<file path="src/sv/rrip_cache_replacement_assert.svh">
// Assertion macros shared by the replacement state modules.
// Each macro expects clk and arst_n to exist in the module that uses it.
`ifndef RRIP_CACHE_REPLACEMENT_ASSERT_SVH
`define RRIP_CACHE_REPLACEMENT_ASSERT_SVH

// The consequent must hold in the same cycle as the antecedent.
`define RRIP_ASSERT_SAME(label, ante, cons, msg) \
	label: assert property (@(posedge clk) disable iff (!arst_n) (ante) |-> (cons)) \
		else $error(msg);

// The consequent must hold in the cycle after the antecedent.
`define RRIP_ASSERT_NEXT(label, ante, cons, msg) \
	label: assert property (@(posedge clk) disable iff (!arst_n) (ante) |=> (cons)) \
		else $error(msg);

`endif

</file>
<file path="src/sv/rrip_pkg.sv">
package rrip_pkg;

	// Geometry. NUM_SETS must be a power of two so that the set index wraps by masking.
	localparam int NUM_SETS = 2048;
	localparam int NUM_WAYS = 16;
	localparam int MAX_PRED = 3;

	localparam int SET_AW = (NUM_SETS > 1) ? $clog2(NUM_SETS) : 1;
	localparam int WAY_W  = $clog2(NUM_WAYS);
	localparam int PRED_W = $clog2(MAX_PRED + 1);

	// Fixed field widths of the channels.
	localparam int SET_IDX_W = 11;
	localparam int WAY_IDX_W = 4;
	localparam int CHANCE_W  = 16;
	localparam int LFSR_W    = 16;

	localparam logic [LFSR_W-1:0]   LFSR_SEED    = 16'd44257;
	localparam logic [LFSR_W-1:0]   LFSR_TAPS    = 16'hB400;
	localparam logic [CHANCE_W-1:0] CHANCE_RESET = 16'd6554;

	localparam logic CMD_VICTIM = 1'b0;
	localparam logic CMD_UPDATE = 1'b1;

	localparam logic [PRED_W-1:0] PRED_MAX  = PRED_W'(MAX_PRED);
	localparam logic [PRED_W-1:0] PRED_FAR  = PRED_W'((MAX_PRED >= 1) ? MAX_PRED - 1 : 0);
	localparam logic [PRED_W-1:0] PRED_NEAR = PRED_W'((MAX_PRED >= 2) ? MAX_PRED - 2 : 0);
	localparam logic [PRED_W-1:0] PRED_HIT  = '0;

	typedef logic [NUM_WAYS-1:0][PRED_W-1:0] row_t;

	typedef struct packed {
		logic                 command;
		logic [SET_IDX_W-1:0] set_index;
		logic [WAY_IDX_W-1:0] way_index;
		logic                 is_hit;
		logic                 is_writeback;
	} req_t;

	// Controller to datapath.
	typedef struct packed {
		logic clear;
		logic load;
		logic exec;
	} cmd_t;

	// Datapath to controller.
	typedef struct packed {
		logic clr_last;
		logic out_busy;
	} status_t;

endpackage

</file>
<file path="src/sv/rrip_ctrl.sv">
module rrip_ctrl (
	input  logic              clk,
	input  logic              arst_n,
	input  logic              in_valid,
	output logic              in_ready,
	input  rrip_pkg::status_t st,
	output rrip_pkg::cmd_t    cmd
);
	import rrip_pkg::*;

	`include "rrip_cache_replacement_assert.svh"

	typedef enum logic [1:0] {
		ST_CLEAR,
		ST_IDLE,
		ST_EXEC
	} state_t;

	state_t state_q;

	assign in_ready  = (state_q == ST_IDLE) && !st.out_busy;
	assign cmd.clear = (state_q == ST_CLEAR);
	assign cmd.load  = in_valid && in_ready;
	assign cmd.exec  = (state_q == ST_EXEC);

	always_ff @(posedge clk or negedge arst_n) begin
		if (!arst_n) begin
			state_q <= ST_CLEAR;
		end else begin
			unique case (state_q)
				ST_CLEAR: begin
					if (st.clr_last) state_q <= ST_IDLE;
				end
				ST_IDLE: begin
					if (cmd.load) state_q <= ST_EXEC;
				end
				ST_EXEC: begin
					state_q <= ST_IDLE;
				end
				default: begin
					state_q <= ST_CLEAR;
				end
			endcase
		end
	end

	`RRIP_ASSERT_NEXT(a_load_then_exec, cmd.load, cmd.exec, "accepted request was not executed")
	`RRIP_ASSERT_SAME(a_exec_blocks_input, cmd.exec, !in_ready, "input ready during execute")
	`RRIP_ASSERT_SAME(a_clear_blocks_input, cmd.clear, !in_ready, "input ready during clear")

endmodule

</file>
<file path="config.mk">
export PLATFORM = sky130hd
export DESIGN_NAME = rrip_ctrl
export DESIGN_NICKNAME = d
export VERILOG_FILES = /design/src/sv/rrip_pkg.sv /design/src/sv/rrip_ctrl.sv
export VERILOG_INCLUDE_DIRS = /design/src /design/src/sv
export SDC_FILE = /design/constraint.sdc
export NUM_CORES = 1
export LEC_CHECK = 0
export BUFFER_PORTS_ARGS = -buffer_cell sky130_fd_sc_hd__buf_2
export CORE_AREA = 3 3 40 42
export DETAILED_ROUTE_END_ITERATION = 16
export DIE_AREA = 0 0 43 45
export PLACE_DENSITY = 0.33
export REMOVE_ABC_BUFFERS = 1
export SLEW_MARGIN = 40
export SYNTH_ARGS = -nofsm -noshare
export SYNTH_HDL_FRONTEND = slang
export SYNTH_SLANG_ARGS = --single-unit
</file>
<file path="constraint.sdc">
create_clock -name clk -period 1.2 [get_ports clk]
set_input_delay 0 -clock clk [delete_from_list [all_inputs] [get_ports clk]]
set_output_delay 0 -clock clk [all_outputs]
set_load 0.01 [all_outputs]
</file>
==> run metrics <==
worst-case clock buffer depth 2; register bit total from synthesis 2; crit end category output port; leakage power total approximately 0.1 nW; core area 1280 sq um; largest net degree at the start of global routing 5; CTS Buf Count 3; fin area between 150 and 200 sq um; Routed WL roughly 280 um; total internal power between 0.2 and 0.3 mW; Seq pwr share 0.301; Setup crit start kind flip-flop; max reg flops 2; Cell Count Post-Placement 34; PwrDens approximately 2100 nW/um^2; gr ovfl total 0; post-CTS setup repair buffer count 0; DP Worst Slack around 0.38 ns; Die W between 40 and 50 um; clock root cell clkbuf_4; Switch Pwr approximately 0.14 mW; Cell variety after synth 5; Vias 110; setup TNS 0 ns; WL per Instance 7.39 um; Hold Startpoint st[1]; PostCTS Resize Cnt 0; I/O pin cnt 9; asr flop ratio synth 1.00; HP Class in2reg; number of synthesized flops with an enable pin 0; switching share of total power 0.334; Setup CP Type reg2out; skew final 0.00156 ns; WP data arrival about 1.1 ns; initial antenna violation count 0; H-tree levels 1; ys flop type dfrtp_1; area share of the largest cell type after synthesis 0.471; Max VDD drop approximately 0.61 mV; outcome completed; Area contributors post-synth dfrtp_1, nor2b_1, nand2b_4; layout cells sized above 1 0.522; Least-Margin Pin Slew 0.181 ns; HPWL Detailed ~220 um; maxcap violations 0; Post-Syn Area per Cell 9.67 sq um; Die Ht between 40 and 50 um; top post-synthesis cells by count nor2b_1, nor2_1, dfrtp_1, nand2b_4, o22ai_1; Pre-antenna DRT Iters 2; Clock Latency Late Sink roughly 0.22 ns; Fill cells ~150; Synth Warn # 0; CTS clk-pin slew, worst paths 0.03 ns; combinational power share 0.341; fin worst setup slack 0.145 ns; vias per cell a little under 3; final net count 30; DRT iter0 DRCs 1; CTS sink cnt 2; Total GRT Usage 0.0350; Top Registers state_q x2; Synth Instances 11; die area a little under 2000 sq um; Final Hold Viols 0; number of global-route vias before repair just over 100; CTS tree yes; Mapped Area around 110 sq um; RePlAce Congestion 0.653; sequential fraction of the synthesis area 0.471; post-route antenna net violation count 0; count leader, synth nor2b_1; initial core utilization 0.0828; Hold Path Depth 3; Layout Utilization 0.154; cell accounting for the most synthesized area dfrtp_1; ANT cells 0; Reg-to-Reg Start state_q[1]; R2R depth 2; worst hold endpoint state_q[0]; first-pass GRT wire length about 400 um; Post-Layout Cell Count 38; post-layout min period between 1 and 1.5 ns; Worst R2R End state_q[0]; critical path data required time around 1.2 ns; setup slack, reg-to-reg ~0.40 ns; dpl cell area around 170 sq um; Final Max Tran Viols 0; final worst-path cycle share 0.879; synth-to-layout area growth 85.9%; FMAX around 950 MHz; Critical Path Fanout Max 4; Row Count 13; I/O Buffers 8; Most flops, register state_q; Slew Limit Headroom 0.879; Clk pwr share 0.358; Final setup viols 0; hold buffers post-CTS 1; remaining routing DRC violations 0; RSZ-0062 raised after global routing no
[logic make-up after synthesis]
logic type / share of synthesized area
and+or+nand+nor: 0.471
AOI/OAI and AO/OA: 0.0589
DFF: 0.471
[stage by stage]
| stage | hold slack (ns) | power (mW) |
|---|---|---|
| 4_1_cts | 0.0347 | 0.422 |
| 6_report | 0.0442 | 0.408 |
| 3_5_place_dp | -0.211 | 0.262 |
| 3_3_place_gp | -0.213 | 0.258 |
| 2_1_floorplan | -0.296 | 0.207 |
| 5_1_grt | 0.0629 | 0.439 |
[critical path: stages, from the launching register on]
cell and delay (ns):
dfrtp_1 0.40, nand2b_4 0.16, nor2b_1 0.12, buf_2 0.15
[how the worst max path moves through the flow]
stage,from,to,slack [ns]
CTS,state_q[1],cmd[1],0.14
floorplan,state_q[1],state_q[0],0.46
global placement,state_q[1],state_q[0],0.42
global route,state_q[1],cmd[1],0.1
detailed placement,state_q[1],cmd[1],0.38
finish,state_q[1],cmd[1],0.14
[layout make-up]
cell class                 instances  area (sq um)  share of cell area
multi-input combinational          9          56.3               0.285
timing repair buffer               9          50.0               0.253
clock buffer                       3          22.5               0.114
sequential                         2          50.0               0.253
tap                               15          18.8              0.0949
[routing by layer]
layer / track usage / part of all wire / vias to the layer above
met5: 0 / 0 / -
met4: 0.0542 / 0 / 0
met2: 0.0210 / 0.25 / 9
met1: 0.0362 / 0.52 / 39
li1: - / - / 62
met3: 0.0438 / 0.23 / 0
[power groups by stage]
| stage | logic (mW) | clock network (mW) | registers [mW] |
|---|---|---|---|
| after floorplan | 0.0888 | 0 | 0.118 |
| after global placement | 0.136 | 0 | 0.122 |
| final | 0.139 | 0.146 | 0.123 |
| after detailed placement | 0.138 | 0 | 0.124 |
| after global routing | 0.151 | 0.162 | 0.127 |
| after CTS | 0.141 | 0.157 | 0.123 |
[placed cells by master, fill, tap and decap left out, drive strengths merged]
cell type    netlist  final
dfrtp              2      2
nand2b             1      1
nor2               3      3
nor2b              4      4
dlygate4sd3        0      1
clkbuf             0      3
o22ai              1      1
buf                0      8
Note: power is estimated with default switching activity, not from simulation.
